### src/design/sgr_pkg.sv
`timescale 1ns / 1ps
`default_nettype none

package sgr_pkg;

  localparam int MAX_ATTRS_DEF = 32;
  localparam int QUEUE_DEPTH_DEF = 4;
  // Index field width covering the whole MAX_ATTRS range (up to 64)
  localparam int IDX_MAX_W = 6;

  localparam int CHAR_W = 21;
  localparam int IN_TDATA_W = 24;
  localparam int OUT_TDATA_W = 32;

  localparam logic [CHAR_W-1:0] CH_ESC      = 21'h1B;
  localparam logic [CHAR_W-1:0] CH_LBRACKET = 21'h5B;
  localparam logic [CHAR_W-1:0] CH_SEMI     = 21'h3B;
  localparam logic [CHAR_W-1:0] CH_M        = 21'h6D;
  localparam logic [CHAR_W-1:0] CH_H        = 21'h68;
  localparam logic [CHAR_W-1:0] CH_L        = 21'h6C;
  localparam logic [CHAR_W-1:0] CH_ZERO     = 21'h30;
  localparam logic [CHAR_W-1:0] CH_NINE     = 21'h39;

  typedef enum logic [3:0] {
    EV_CHAR      = 4'd0,
    EV_CLOSE     = 4'd1,
    EV_OPEN      = 4'd2,
    EV_REOPEN    = 4'd3,
    EV_BOLD      = 4'd4,
    EV_FG        = 4'd5,
    EV_BG        = 4'd6,
    EV_IGNORED   = 4'd7,
    EV_BAD_COLOR = 4'd8,
    EV_TOO_MANY  = 4'd9,
    EV_BAD_ESC   = 4'd10
  } event_kind_t;

  typedef enum logic [2:0] {
    CLS_LITERAL = 3'd0,
    CLS_LT      = 3'd1,
    CLS_GT      = 3'd2,
    CLS_AMP     = 3'd3,
    CLS_APOS    = 3'd4,
    CLS_QUOTE   = 3'd5,
    CLS_NUMERIC = 3'd6
  } esc_class_t;

  typedef struct packed {
    logic                 is_style;
    event_kind_t          kind;
    logic [CHAR_W-1:0]    ch;
    esc_class_t           cls;
    logic                 lone_zero;
    logic [IDX_MAX_W-1:0] last_idx;
  } q_item_t;

  typedef struct packed {
    logic                 en;
    logic [IDX_MAX_W-1:0] addr;
    logic [7:0]           data;
  } store_wr_t;

  function automatic esc_class_t class_of(input logic [CHAR_W-1:0] c);
    esc_class_t r;
    r = CLS_LITERAL;
    if (c == 21'h3C) r = CLS_LT;
    else if (c == 21'h3E) r = CLS_GT;
    else if (c == 21'h26) r = CLS_AMP;
    else if (c == 21'h27) r = CLS_APOS;
    else if (c == 21'h22) r = CLS_QUOTE;
    else if ((c >= 21'h01 && c <= 21'h08) || c == 21'h0B || c == 21'h0C ||
             (c >= 21'h0E && c <= 21'h1F) || c == 21'h7F ||
             (c >= 21'h80 && c <= 21'h84) || (c >= 21'h86 && c <= 21'h9F))
      r = CLS_NUMERIC;
    return r;
  endfunction

endpackage

`default_nettype wire

### src/design/sgr_front.sv
`timescale 1ns / 1ps
`default_nettype none

module sgr_front #(
  parameter int MAX_ATTRS = sgr_pkg::MAX_ATTRS_DEF
) (
  input  wire logic                       clk,
  input  wire logic                       rst_n,
  input  wire logic                       in_valid,
  input  wire logic [sgr_pkg::CHAR_W-1:0] in_char,
  output logic                            in_ready,
  output logic                            q_push,
  output sgr_pkg::q_item_t                q_item,
  input  wire logic                       q_full,
  input  wire logic                       style_done,
  output sgr_pkg::store_wr_t              store_wr
);

  localparam int AW = $clog2(MAX_ATTRS);
  localparam int CW = AW + 1;

  typedef enum logic [1:0] {
    MODE_NORMAL = 2'd0,
    MODE_ESC    = 2'd1,
    MODE_ATTR   = 2'd2
  } mode_t;

  mode_t          mode_r, mode_nxt;
  logic [AW-1:0]  count_r, count_nxt;
  logic [7:0]     acc_r, acc_nxt;
  logic           pend_r, pend_nxt;

  logic           accept;
  logic [CW-1:0]  cnt_inc;
  logic           store_full;
  logic [11:0]    acc_x10;
  logic [7:0]     acc_sat;
  logic           is_digit;

  assign in_ready   = !pend_r && !q_full;
  assign accept     = in_valid && in_ready;
  assign cnt_inc    = {1'b0, count_r} + CW'(1);
  assign store_full = cnt_inc >= CW'(MAX_ATTRS);
  assign is_digit   = in_char >= sgr_pkg::CH_ZERO && in_char <= sgr_pkg::CH_NINE;
  // acc*10 + digit; the low nibble of '0'..'9' is the digit value
  assign acc_x10    = ({4'b0, acc_r} << 3) + ({4'b0, acc_r} << 1) + {8'b0, in_char[3:0]};
  assign acc_sat    = (acc_x10 > 12'd255) ? 8'hFF : acc_x10[7:0];

  always_comb begin
    mode_nxt  = mode_r;
    count_nxt = count_r;
    acc_nxt   = acc_r;
    pend_nxt  = pend_r;
    q_push    = 1'b0;
    q_item.is_style  = 1'b0;
    q_item.kind      = sgr_pkg::EV_CHAR;
    q_item.ch        = '0;
    q_item.cls       = sgr_pkg::CLS_LITERAL;
    q_item.lone_zero = 1'b0;
    q_item.last_idx  = sgr_pkg::IDX_MAX_W'(count_r);
    store_wr.en   = 1'b0;
    store_wr.addr = sgr_pkg::IDX_MAX_W'(count_r);
    store_wr.data = acc_r;

    if (style_done) pend_nxt = 1'b0;

    if (accept) begin
      if (in_char == sgr_pkg::CH_ESC) begin
        mode_nxt  = MODE_ESC;
        count_nxt = '0;
        acc_nxt   = '0;
      end else begin
        case (mode_r)
          MODE_ESC: begin
            if (in_char == sgr_pkg::CH_LBRACKET) begin
              mode_nxt = MODE_ATTR;
            end else begin
              q_push      = 1'b1;
              q_item.kind = sgr_pkg::EV_BAD_ESC;
              mode_nxt    = MODE_NORMAL;
            end
          end
          MODE_ATTR: begin
            if (in_char == sgr_pkg::CH_SEMI) begin
              if (store_full) begin
                q_push      = 1'b1;
                q_item.kind = sgr_pkg::EV_TOO_MANY;
                mode_nxt    = MODE_NORMAL;
              end else begin
                store_wr.en = 1'b1;
                count_nxt   = cnt_inc[AW-1:0];
                acc_nxt     = '0;
              end
            end else if (in_char == sgr_pkg::CH_M) begin
              q_push   = 1'b1;
              mode_nxt = MODE_NORMAL;
              if (store_full) begin
                q_item.kind = sgr_pkg::EV_TOO_MANY;
              end else begin
                store_wr.en      = 1'b1;
                q_item.is_style  = 1'b1;
                q_item.lone_zero = (count_r == '0) && (acc_r == 8'd0);
                pend_nxt         = 1'b1;
              end
            end else if (is_digit) begin
              acc_nxt = acc_sat;
            end else if (in_char == sgr_pkg::CH_H || in_char == sgr_pkg::CH_L) begin
              q_push      = 1'b1;
              q_item.kind = sgr_pkg::EV_BAD_ESC;
              mode_nxt    = MODE_NORMAL;
            end
          end
          default: begin
            q_push      = 1'b1;
            q_item.kind = sgr_pkg::EV_CHAR;
            q_item.ch   = in_char;
            q_item.cls  = sgr_pkg::class_of(in_char);
            mode_nxt    = MODE_NORMAL;
          end
        endcase
      end
    end
  end

  always_ff @(posedge clk) begin
    if (!rst_n) begin
      mode_r  <= MODE_NORMAL;
      count_r <= '0;
      acc_r   <= '0;
      pend_r  <= 1'b0;
    end else begin
      mode_r  <= mode_nxt;
      count_r <= count_nxt;
      acc_r   <= acc_nxt;
      pend_r  <= pend_nxt;
    end
  end

endmodule

`default_nettype wire

### src/design/sgr_fifo.sv
`timescale 1ns / 1ps
`default_nettype none

module sgr_fifo #(
  parameter int DEPTH = sgr_pkg::QUEUE_DEPTH_DEF
) (
  input  wire logic              clk,
  input  wire logic              rst_n,
  input  wire logic              push,
  input  sgr_pkg::q_item_t       push_item,
  output logic                   full,
  input  wire logic              pop,
  output logic                   valid,
  output sgr_pkg::q_item_t       head
);

  localparam int PW = (DEPTH > 1) ? $clog2(DEPTH) : 1;
  localparam int NW = $clog2(DEPTH + 1);

  sgr_pkg::q_item_t entries [DEPTH];
  logic [PW-1:0] wr_ptr_r, wr_ptr_nxt;
  logic [PW-1:0] rd_ptr_r, rd_ptr_nxt;
  logic [NW-1:0] fill_r, fill_nxt;

  assign full  = fill_r == NW'(DEPTH);
  assign valid = fill_r != '0;
  assign head  = entries[rd_ptr_r];

  always_comb begin
    wr_ptr_nxt = wr_ptr_r;
    rd_ptr_nxt = rd_ptr_r;
    fill_nxt   = fill_r;
    if (push) wr_ptr_nxt = (wr_ptr_r == PW'(DEPTH - 1)) ? '0 : wr_ptr_r + PW'(1);
    if (pop)  rd_ptr_nxt = (rd_ptr_r == PW'(DEPTH - 1)) ? '0 : rd_ptr_r + PW'(1);
    if (push && !pop)      fill_nxt = fill_r + NW'(1);
    else if (pop && !push) fill_nxt = fill_r - NW'(1);
  end

  always_ff @(posedge clk) begin
    if (push) entries[wr_ptr_r] <= push_item;
  end

  always_ff @(posedge clk) begin
    if (!rst_n) begin
      wr_ptr_r <= '0;
      rd_ptr_r <= '0;
      fill_r   <= '0;
    end else begin
      wr_ptr_r <= wr_ptr_nxt;
      rd_ptr_r <= rd_ptr_nxt;
      fill_r   <= fill_nxt;
    end
  end

endmodule

`default_nettype wire

### src/design/sgr_back.sv
`timescale 1ns / 1ps
`default_nettype none

module sgr_back #(
  parameter int MAX_ATTRS = sgr_pkg::MAX_ATTRS_DEF
) (
  input  wire logic                       clk,
  input  wire logic                       rst_n,
  input  wire logic                       q_valid,
  input  sgr_pkg::q_item_t                q_item,
  output logic                            q_pop,
  input  sgr_pkg::store_wr_t              store_wr,
  output logic                            style_done,
  output logic                            out_valid,
  input  wire logic                       out_ready,
  output sgr_pkg::event_kind_t            out_kind,
  output logic [sgr_pkg::CHAR_W-1:0]      out_char,
  output sgr_pkg::esc_class_t             out_cls,
  output logic [2:0]                      out_color,
  output logic                            out_last
);

  localparam int AW = $clog2(MAX_ATTRS);

  typedef enum logic {
    ST_IDLE = 1'b0,
    ST_ATTR = 1'b1
  } state_t;

  state_t                    state_r, state_nxt;
  logic                      span_open_r, span_open_nxt;
  logic [AW-1:0]             idx_r, idx_nxt;
  logic [AW-1:0]             last_idx_r, last_idx_nxt;
  logic                      out_valid_r, out_valid_nxt;
  sgr_pkg::event_kind_t      kind_r, kind_nxt;
  logic [sgr_pkg::CHAR_W-1:0] char_r, char_nxt;
  sgr_pkg::esc_class_t       cls_r, cls_nxt;
  logic [2:0]                color_r, color_nxt;
  logic                      last_r, last_nxt;

  logic [7:0]    attr_mem [MAX_ATTRS];
  logic [7:0]    rdata_r;
  logic          rd_en;
  logic [AW-1:0] rd_addr;
  logic          load;
  sgr_pkg::event_kind_t attr_kind;
  logic [2:0]    attr_color;
  logic [7:0]    fg_off, bg_off;

  assign out_valid = out_valid_r;
  assign out_kind  = kind_r;
  assign out_char  = char_r;
  assign out_cls   = cls_r;
  assign out_color = color_r;
  assign out_last  = last_r;
  assign load      = !out_valid_r || out_ready;

  always_ff @(posedge clk) begin
    if (store_wr.en) attr_mem[store_wr.addr[AW-1:0]] <= store_wr.data;
  end

  always_ff @(posedge clk) begin
    if (rd_en) rdata_r <= attr_mem[rd_addr];
  end

  // attribute number -> event
  assign fg_off = rdata_r - 8'd30;
  assign bg_off = rdata_r - 8'd40;
  always_comb begin
    attr_kind  = sgr_pkg::EV_IGNORED;
    attr_color = '0;
    if (rdata_r == 8'd1) begin
      attr_kind = sgr_pkg::EV_BOLD;
    end else if (rdata_r >= 8'd30 && rdata_r <= 8'd37) begin
      attr_kind  = sgr_pkg::EV_FG;
      attr_color = fg_off[2:0];
    end else if (rdata_r >= 8'd40 && rdata_r <= 8'd47) begin
      attr_kind  = sgr_pkg::EV_BG;
      attr_color = bg_off[2:0];
    end else if (rdata_r == 8'd38 || rdata_r == 8'd39 ||
                 rdata_r == 8'd48 || rdata_r == 8'd49) begin
      attr_kind = sgr_pkg::EV_BAD_COLOR;
    end
  end

  always_comb begin
    state_nxt     = state_r;
    span_open_nxt = span_open_r;
    idx_nxt       = idx_r;
    last_idx_nxt  = last_idx_r;
    out_valid_nxt = out_valid_r;
    kind_nxt      = kind_r;
    char_nxt      = char_r;
    cls_nxt       = cls_r;
    color_nxt     = color_r;
    last_nxt      = last_r;
    q_pop         = 1'b0;
    rd_en         = 1'b0;
    rd_addr       = idx_r;
    style_done    = 1'b0;

    case (state_r)
      ST_IDLE: begin
        if (load) begin
          out_valid_nxt = 1'b0;
          if (q_valid) begin
            q_pop         = 1'b1;
            out_valid_nxt = 1'b1;
            color_nxt     = '0;
            if (!q_item.is_style) begin
              kind_nxt = q_item.kind;
              char_nxt = q_item.ch;
              cls_nxt  = q_item.cls;
              last_nxt = 1'b1;
            end else begin
              char_nxt = '0;
              cls_nxt  = sgr_pkg::CLS_LITERAL;
              if (q_item.lone_zero && span_open_r) begin
                kind_nxt      = sgr_pkg::EV_CLOSE;
                last_nxt      = 1'b1;
                span_open_nxt = 1'b0;
                style_done    = 1'b1;
              end else begin
                kind_nxt      = span_open_r ? sgr_pkg::EV_REOPEN : sgr_pkg::EV_OPEN;
                last_nxt      = 1'b0;
                span_open_nxt = 1'b1;
                rd_en         = 1'b1;
                rd_addr       = '0;
                idx_nxt       = '0;
                last_idx_nxt  = q_item.last_idx[AW-1:0];
                state_nxt     = ST_ATTR;
              end
            end
          end
        end
      end
      ST_ATTR: begin
        if (load) begin
          out_valid_nxt = 1'b1;
          kind_nxt      = attr_kind;
          char_nxt      = '0;
          cls_nxt       = sgr_pkg::CLS_LITERAL;
          color_nxt     = attr_color;
          last_nxt      = idx_r == last_idx_r;
          if (idx_r == last_idx_r) begin
            state_nxt  = ST_IDLE;
            style_done = 1'b1;
          end else begin
            idx_nxt = idx_r + AW'(1);
            rd_en   = 1'b1;
            rd_addr = idx_r + AW'(1);
          end
        end
      end
      default: state_nxt = ST_IDLE;
    endcase
  end

  always_ff @(posedge clk) begin
    if (!rst_n) begin
      state_r     <= ST_IDLE;
      span_open_r <= 1'b0;
      out_valid_r <= 1'b0;
    end else begin
      state_r     <= state_nxt;
      span_open_r <= span_open_nxt;
      out_valid_r <= out_valid_nxt;
    end
    idx_r      <= idx_nxt;
    last_idx_r <= last_idx_nxt;
    kind_r     <= kind_nxt;
    char_r     <= char_nxt;
    cls_r      <= cls_nxt;
    color_r    <= color_nxt;
    last_r     <= last_nxt;
  end

endmodule

`default_nettype wire

### src/design/sgr_escape_to_style_events.sv
`timescale 1ns / 1ps
`default_nettype none

// ANSI SGR parser: one code point per input beat. Plain text passes through as
// char events at one beat per cycle while the output is not stalled. In an
// escape, ESC, '[', digits and ';' produce nothing unless ';' finds the store
// full. A closing 'm' holds off further input until its last event has been
// loaded into the output register: a close event, or a span event plus one
// event per stored attribute, one per cycle unless the output stalls, paced by
// the single read port of the attribute store. Errors are single events. The
// event kind travels on tuser, and each beat's final event carries tlast.
module sgr_escape_to_style_events #(
  parameter int MAX_ATTRS   = sgr_pkg::MAX_ATTRS_DEF,
  parameter int QUEUE_DEPTH = sgr_pkg::QUEUE_DEPTH_DEF
) (
  input  wire logic                            clk,
  input  wire logic                            rst_n,
  input  wire logic                            in_tvalid,
  output logic                                 in_tready,
  input  wire logic [sgr_pkg::IN_TDATA_W-1:0]  in_tdata,   // [20:0] char_code
  output logic                                 out_tvalid,
  input  wire logic                            out_tready,
  // [20:0] out_char, [23:21] escape_class, [26:24] color_index
  output logic [sgr_pkg::OUT_TDATA_W-1:0]      out_tdata,
  output logic [3:0]                           out_tuser,  // [3:0] event_kind
  output logic                                 out_tlast
);

  sgr_pkg::q_item_t     push_item, head_item;
  sgr_pkg::store_wr_t   store_wr;
  sgr_pkg::event_kind_t ev_kind;
  sgr_pkg::esc_class_t  ev_cls;
  logic [sgr_pkg::CHAR_W-1:0] ev_char;
  logic [2:0] ev_color;
  logic push, full, pop, q_valid, style_done;

  sgr_front #(.MAX_ATTRS(MAX_ATTRS)) u_front (
    .clk        (clk),
    .rst_n      (rst_n),
    .in_valid   (in_tvalid),
    .in_char    (in_tdata[sgr_pkg::CHAR_W-1:0]),
    .in_ready   (in_tready),
    .q_push     (push),
    .q_item     (push_item),
    .q_full     (full),
    .style_done (style_done),
    .store_wr   (store_wr)
  );

  sgr_fifo #(.DEPTH(QUEUE_DEPTH)) u_fifo (
    .clk       (clk),
    .rst_n     (rst_n),
    .push      (push),
    .push_item (push_item),
    .full      (full),
    .pop       (pop),
    .valid     (q_valid),
    .head      (head_item)
  );

  sgr_back #(.MAX_ATTRS(MAX_ATTRS)) u_back (
    .clk        (clk),
    .rst_n      (rst_n),
    .q_valid    (q_valid),
    .q_item     (head_item),
    .q_pop      (pop),
    .store_wr   (store_wr),
    .style_done (style_done),
    .out_valid  (out_tvalid),
    .out_ready  (out_tready),
    .out_kind   (ev_kind),
    .out_char   (ev_char),
    .out_cls    (ev_cls),
    .out_color  (ev_color),
    .out_last   (out_tlast)
  );

  assign out_tdata = {5'b0, ev_color, ev_cls, ev_char};
  assign out_tuser = ev_kind;

endmodule

`default_nettype wire

### config.mk
export PLATFORM = sky130hd
export DESIGN_NAME = sgr_escape_to_style_events
export DESIGN_NICKNAME = d
export VERILOG_FILES = /design/src/design/sgr_pkg.sv /design/src/design/sgr_front.sv /design/src/design/sgr_fifo.sv /design/src/design/sgr_back.sv /design/src/design/sgr_escape_to_style_events.sv
export SDC_FILE = /design/constraint.sdc
export NUM_CORES = 1
export LEC_CHECK = 0
export ABC_AREA = 0
export BUFFER_PORTS_ARGS = -buffer_cell sky130_fd_sc_hd__buf_2
export CAP_MARGIN = 20
export CORE_AREA = 2 2 201 203
export CTS_CLUSTER_SIZE = 10
export DETAILED_ROUTE_END_ITERATION = 7
export DIE_AREA = 0 0 203 205
export GPL_ROUTABILITY_DRIVEN = 0
export GPL_TIMING_DRIVEN = 0
export PLACE_DENSITY = 0.77
export RECOVER_POWER = 50
export SLEW_MARGIN = 20
export SYNTH_ARGS = -nofsm -noshare
export SYNTH_HDL_FRONTEND = slang
export SYNTH_SLANG_ARGS = --single-unit
export TNS_END_PERCENT = 20
### constraint.sdc
create_clock -name clk -period 4.28 [get_ports clk]
set_clock_uncertainty 0.1 [all_clocks]
set_input_delay 0.642 -clock clk [delete_from_list [all_inputs] [get_ports clk]]
set_output_delay 0.642 -clock clk [all_outputs]
set_load 0.03 [all_outputs]
-- Word-level counts from Yosys, hierarchy flattened
Memory sizes are Yosys's and may differ from the RTL's. A register that Yosys moved wholly into a read port is not among the register bits.
Cells that the tools add are included.
- bits in registers: 68
- memory bits (writable): 396
- bits of input ports: 28
- output and inout bits: 39
- logic and storage cells: 260
- memories: 2
- memories (name ; words ; bits a word ; read ports ; clocked after memory_dff ; wr ports ; RTL line ; text):
    u_back.attr_mem ; 32 ; 8 ; 1 ; 1 ; 1 ; sgr_back.sv:41 ; logic [7:0] attr_mem [MAX_ATTRS];
    u_fifo.entries ; 4 ; 35 ; 1 ; 1 ; 1 ; sgr_fifo.sv:20 ; sgr_pkg::q_item_t entries [DEPTH];
- $add $sub $neg: 10
- $lt $le $gt $ge: 16
- eq/ne operators: 34
- muxes and demuxes: 135
- bitwise logic cells: 2
- reduce and logical (&&, ||, !) cells: 44
- operators by type and width (operator ; number):
    21-bit by 6-bit equality test with 1-bit output (second input constant) ; 6
    21-bit by 7-bit equality test with 1-bit output (second input constant) ; 5
    21-bit two-way mux ; 4
    30-bit two-way mux ; 2
    4-bit two-way mux ; 15
    8-bit two-way mux ; 7
    1-bit two-way mux ; 54
    3-bit two-way mux ; 18
    5-bit two-way mux ; 10
    21-bit by 4-bit equality test with 1-bit output (second input constant) ; 2
    21-bit by 8-bit >= comparator with 1-bit output (second input constant) ; 2
    21-bit by 8-bit <= comparator with 1-bit output (second input constant) ; 2
    21-bit one-hot mux with 2 select lines ; 1
    8-bit by 6-bit equality test with 1-bit output (second input constant) ; 4
    24-bit two-way mux ; 1
    2-bit two-way mux ; 11
    21-bit by 5-bit equality test with 1-bit output (second input constant) ; 1
    21-bit by 1-bit >= comparator with 1-bit output (second input constant) ; 1
    21-bit by 4-bit >= comparator with 1-bit output (second input constant) ; 1
    21-bit by 6-bit >= comparator with 1-bit output (second input constant) ; 1
    21-bit by 4-bit <= comparator with 1-bit output (second input constant) ; 1
    21-bit by 5-bit <= comparator with 1-bit output (second input constant) ; 1
    21-bit by 6-bit <= comparator with 1-bit output (second input constant) ; 1
    8-bit by 6-bit <= comparator with 1-bit output (second input constant) ; 2
    other kinds (42) ; 88

-- Logic depth before layout (Yosys ltp)
- word-level depth: 17
- gate-level depth with buffers: 13
- depth with buffers taken out: 12

-- By module
A second synthesis with hierarchy kept.
- cell total of the unflattened synthesis: 1301
- area total of the unflattened synthesis: 20238.2 um2
- modules (own cells, without submodules) (module ; times used ; cells an instance ; area each (um2) ; sequential area each (um2)):
    sgr_back ; 1 ; 800 ; 12490.7 ; 9198.8
    sgr_fifo ; 1 ; 232 ; 5708.0 ; 4504.3
    sgr_front ; 1 ; 263 ; 1998.2 ; 320.3
    sgr_escape_to_style_events ; 1 ; 6 ; 41.3 ; 0.0

-- Worst setup path after synthesis
Ideal clock, no wire load.
- kind: input to register
- start: input port in_tdata[7] (netlist name)
- end: memory u_fifo.entries[3][0] (netlist name), enable pin
- library setup time: 394 ps
- arrival: 3254 ps
- data required time: 3786 ps
- setup slack: 532 ps
- stages: 7
- path buffers: 1
- path through: buf_2 -> nand3b_1 -> or3b_2 -> a2111oi_0 -> o21ai_0 -> a31oi_2 -> and2_1
- longest elaborated chain between the ends: 11
- elaborated cells on any way between the ends: 20
- classes of those cells: order compare (2); eq/ne (6); mux (10); reduce/logical (2)
- RTL lines (item ; RTL line ; text):
    from (decl) ; sgr_escape_to_style_events.sv:20 ; input wire logic [sgr_pkg::IN_TDATA_W-1:0] in_tdata,
    branches (longest 7 deep; another with 21-bit by 6-bit >= comparator with 1-bit output) ; - ;
    1-bit two-way mux (*) ; sgr_front.sv:68 ; if (in_char == sgr_pkg::CH_ESC) begin
    1-bit two-way mux (*) ; sgr_front.sv:67 ; if (accept) begin
    net push ; sgr_escape_to_style_events.sv:35 ; logic push, full, pop, q_valid, style_done;
    1-bit two-way mux (*) ; sgr_fifo.sv:40 ; if (push) entries[wr_ptr_r] <= push_item;
    1-bit two-way mux (implied by the code) (*) ; sgr_fifo.sv:40 ;
    to (decl) ; sgr_fifo.sv:20 ;
Mark *: on every way through the listed nets, which the timed path passes.

-- Final worst setup path
- start: register u_back.state_r
- end: register u_back.rdata_r[2] (read register of u_back.attr_mem) (data pin)
- longest elaborated chain between the ends: 2
- elaborated cells on any way between the ends: 3
- classes of those cells: mux (2); bitwise (1)
- RTL lines (item ; RTL line ; text):
    from (decl) ; sgr_back.sv:30 ; state_t state_r, state_nxt;
    from (signal assigned) ; sgr_back.sv:165 ; state_r <= state_nxt;
    1-bit NOT (no source line) ; - ;
    5-bit one-hot mux with 2 select lines / 1-bit one-hot mux with 2 select lines (equally long branches) ; - ;
    to (decl) ; sgr_back.sv:42 ; logic [7:0] rdata_r;
Parallel ways exist; a longest one is shown, timed or not.
A chain may end at the register's enable or synchronous reset.

==> impl_metrics.toml <==
[synthesis]
synth_top_family_by_area = "compound AO/OA/AOI/OAI gates"
netlist_instances = 1523
synth-xor-area-share = 0.007323
synthAdderAreaFrac = 0.01964
synth-compound-area-share = 0.1347
ys.flop_type = "edfxtp_1"
synth-simple-area-share = 0.08288
synthArstFlopShare = 0
avgSynthCellArea_sq_um = 14.14
synth_edf_count = 437
yosysSeqAreaShare = 0.6402
yosys_warnings = 0
ys_ff_latch = 470
netlist_area_sq_um = 21530
synth_top_area_share = 0.6096
synth.area.top_cells = "edfxtp_1, mux4_2, dfxtp_1, o211a_1, mux2_2"
synth_area_leader_cell = "edfxtp_1"
synth_mux_area_frac = 0.08189
ys_types = 80

[grt]
grt_pass1_vias = 14346
grt_pass1_wl_microns = 84460
grt_antenna_before_repair = 2
grt_util_all_layers = 0.2707
grt_overflow_total = 0
grt_max_degree = 35

[drt]
via_per_inst = 6.671
routedWlPerCell_microns = 25.56
ant_nets = 0
drc_errors = 0
vias = 14790
drt_iter0_drc = 2157
drt_first_pass_iters = 7
routed_wl_microns = 56680

[power]
ir_drop_mv = 0.5472
leakagePower_nw = 8.972
swShare = 0.3700
clkPwrFrac = 0.272
power.density_nw_per_um2 = 621.3
seq_power_share = 0.383
pwr-share-comb = 0.345
p_sw_mw = 5.531
internal-power_mw = 9.415

[clock_tree]
cts_max_path_buffers = 3
cts_buffers = 53
cts_tree = "done"
clock_latency_ps = 620
cts_hold_buf = 0
htree_num_levels = 2
cts.sinks = 470
clkTransAtPathRegs_ps = 60
root_buffer = "clkbuf_16"

[placement]
dp_slack_ps = -326.6
dpl-instance-area_sq_um = 22800
hpwl_microns = 38250
io_buffers = 57

[finish]
nFillCells = 2924
post-route-cell-area_sq_um = 24060
finalNetCount = 1714
layout-drive-gt1-share = 0.1425
syn_to_final_growth_pct = 11.75
final_core_util = 0.6111

[critical_path]
path_cells = "buf_2, inv_1, nor2_1, o21ai_4, nor2_1, a21oi_2, clkbuf_1, o32ai_1, o32ai_1, mux2_2"
start_kind = "register"
critical_path.slowest_cell = "o32ai_1"
cp_max_fo = 10
crit_type = "reg2reg"
required_ps = 4510
arrival_ps = 4450
cp_slowest_stage_delay_ps = 970
cp-end-kind = "register"

[timing]
finalHoldViolations = 0
slew_viol_final = 111
finalCriticalPeriod_ps = 4226
tightestPinTransition_ps = 1992
max_freq_ghz = 0.2366
setup_slack_ps = 54.26
rsz0062_at_grt = "false"
slew_headroom = -0.3278
fin_crit_sh = 0.9873
finalSetupViolations = 0

[floorplan]
dieWidth_microns = 203
die_y_microns = 205
coreArea_sq_um = 39370
fp.dieArea_sq_um = 41620
std_cell_rows = 73
initial_utilization = 0.5469
pin_count = 67

[min_path]
worstHoldPathType = "in2reg"

[flow_run]
cap_violations = 4

[status]
violations = "capacitance limit, slew limit"
status = "complete, but fails checks"
==> worst max-delay path, delay by kind of cell (launching register included) <==
family                 cells  cell delay (ps)
AOI/OAI and AO/OA          4             1540
muxes                      1              360
and+or+nand+nor            2              870
DFF                        1              300
buffers and inverters      3              750
==> sequential cells by signal, indices dropped and copies added (netlist names), 2 cells and up, named ones only <==
name,cells
u_back.attr_mem,256
u_back.idx_r,5
u_back.last_idx_r,5
u_back.out_char,21
u_back.out_cls,3
u_back.out_color,3
u_back.out_kind,4
u_back.rdata_r,8
u_fifo.entries,136
u_fifo.fill_r,3
u_fifo.rd_ptr_r,2
u_fifo.wr_ptr_r,2
u_front.acc_r,8
u_front.count_r,5
u_front.mode_r,2
==> power by group through the flow <==
stage                     clock network [mW]  logic, mW  registers [mW]
after floorplan                            0       3.10            6.10
after global placement                     0       4.90            5.80
after CTS                               4.08       5.10            5.71
after detailed placement                   0       5.07            5.80
after global routing                    4.25       5.37            5.76
final                                   4.06       5.16            5.72
==> through the flow <==
step	power [mW]	cells	hold slack, ps	TNS [ps]
detailed placement	10.87	2122	376.7	-62050
global placement	10.70	2109	363.6	-121180
finish	14.95	2217	244.3	0
global route	15.38	2216	239.4	0
floorplan	9.204	1527	348.6	0
CTS	14.89	2214	207.6	0
==> routing by layer <==
layer  share of wire  vias to the layer above  track usage
li1                -                     6334            -
met1            0.38                     7280       0.3606
met2            0.46                      977       0.4288
met3            0.12                      199      0.06316
met4           0.043                        0       0.1170
met5               0                        -            0
==> layout make-up <==
class                   instances  area [sq um]  area share
clock inverters                 7         57.56    0.002392
well taps                     525         656.9     0.02731
plain buffers                 126         601.8     0.02502
diodes                          1         2.502   0.0001040
inverters                      26         98.84    0.004109
flip-flops and latches        470         13780      0.5729
clock buffers                  85          1446     0.06012
multi-input cells             905          7043      0.2928
repair buffers                 72         366.6     0.01524
==> timing repair <==
item | CTS | global route
endpoints found under the setup margin | 0 | 6
setup buffers | 0 | 2
gates resized for setup | 0 | 1
==> final timing paths <==
kind / from / endpoint / slack (ps) / cells after the start
max: u_back.state_r / u_back.rdata_r[2] / 50 / 10
max reg2reg: u_back.state_r / u_back.rdata_r[2] / 50 / 10
min: rst_n / u_front.acc_r[0] / 240 / 3
min reg2reg: u_front.mode_r[1] / u_front.mode_r[1] / 380 / 2
==> synth_stat cells, drive strengths merged (6+ instances only) <==
library cell  count
o22ai            11
a31oi            65
o31ai             6
mux2             74
mux4             34
nand3            71
and2              6
or3               6
nor2             77
nand2            59
nor2b            28
ha               29
nand3b           19
xor2              6
o21ai            67
mux2i            16
a21oi            30
dfxtp            33
and3             22
inv              24
or2               6
a211oi           60
xnor2            12
nor3             12
edfxtp          437
o32ai            48
clkbuf           68
buf              58
o221ai           24
o211a            57
==> cell usage in the layout, fill, tap and decap left out, drive strengths merged, types with 16 or more instances in the layout <==
cell type and instances:
mux2 74, nand3 71, and3 22, o21ai 67, nor2b 28, a21oi 30, nor2 77, nand2 59
edfxtp 437, a211oi 60, o221ai 24, dfxtp 33, clkbuf 204, mux2i 16, inv 25, o32ai 48
nand3b 19, buf 79, a31oi 65, o211a 57, ha 29, mux4 34
==> cells by family (layout without fill, tap and decap cells) <==
logic type | after synthesis | in the layout
muxes | 124 | 124
and+or+nand+nor | 339 | 339
buffers and inverters | 152 | 316
adders and majority gates | 32 | 32
other | 1 | 6
xor gates and xnor gates | 18 | 18
DFF | 470 | 470
AOI/OAI and AO/OA | 387 | 387
Power figures use the tool's default switching activity.
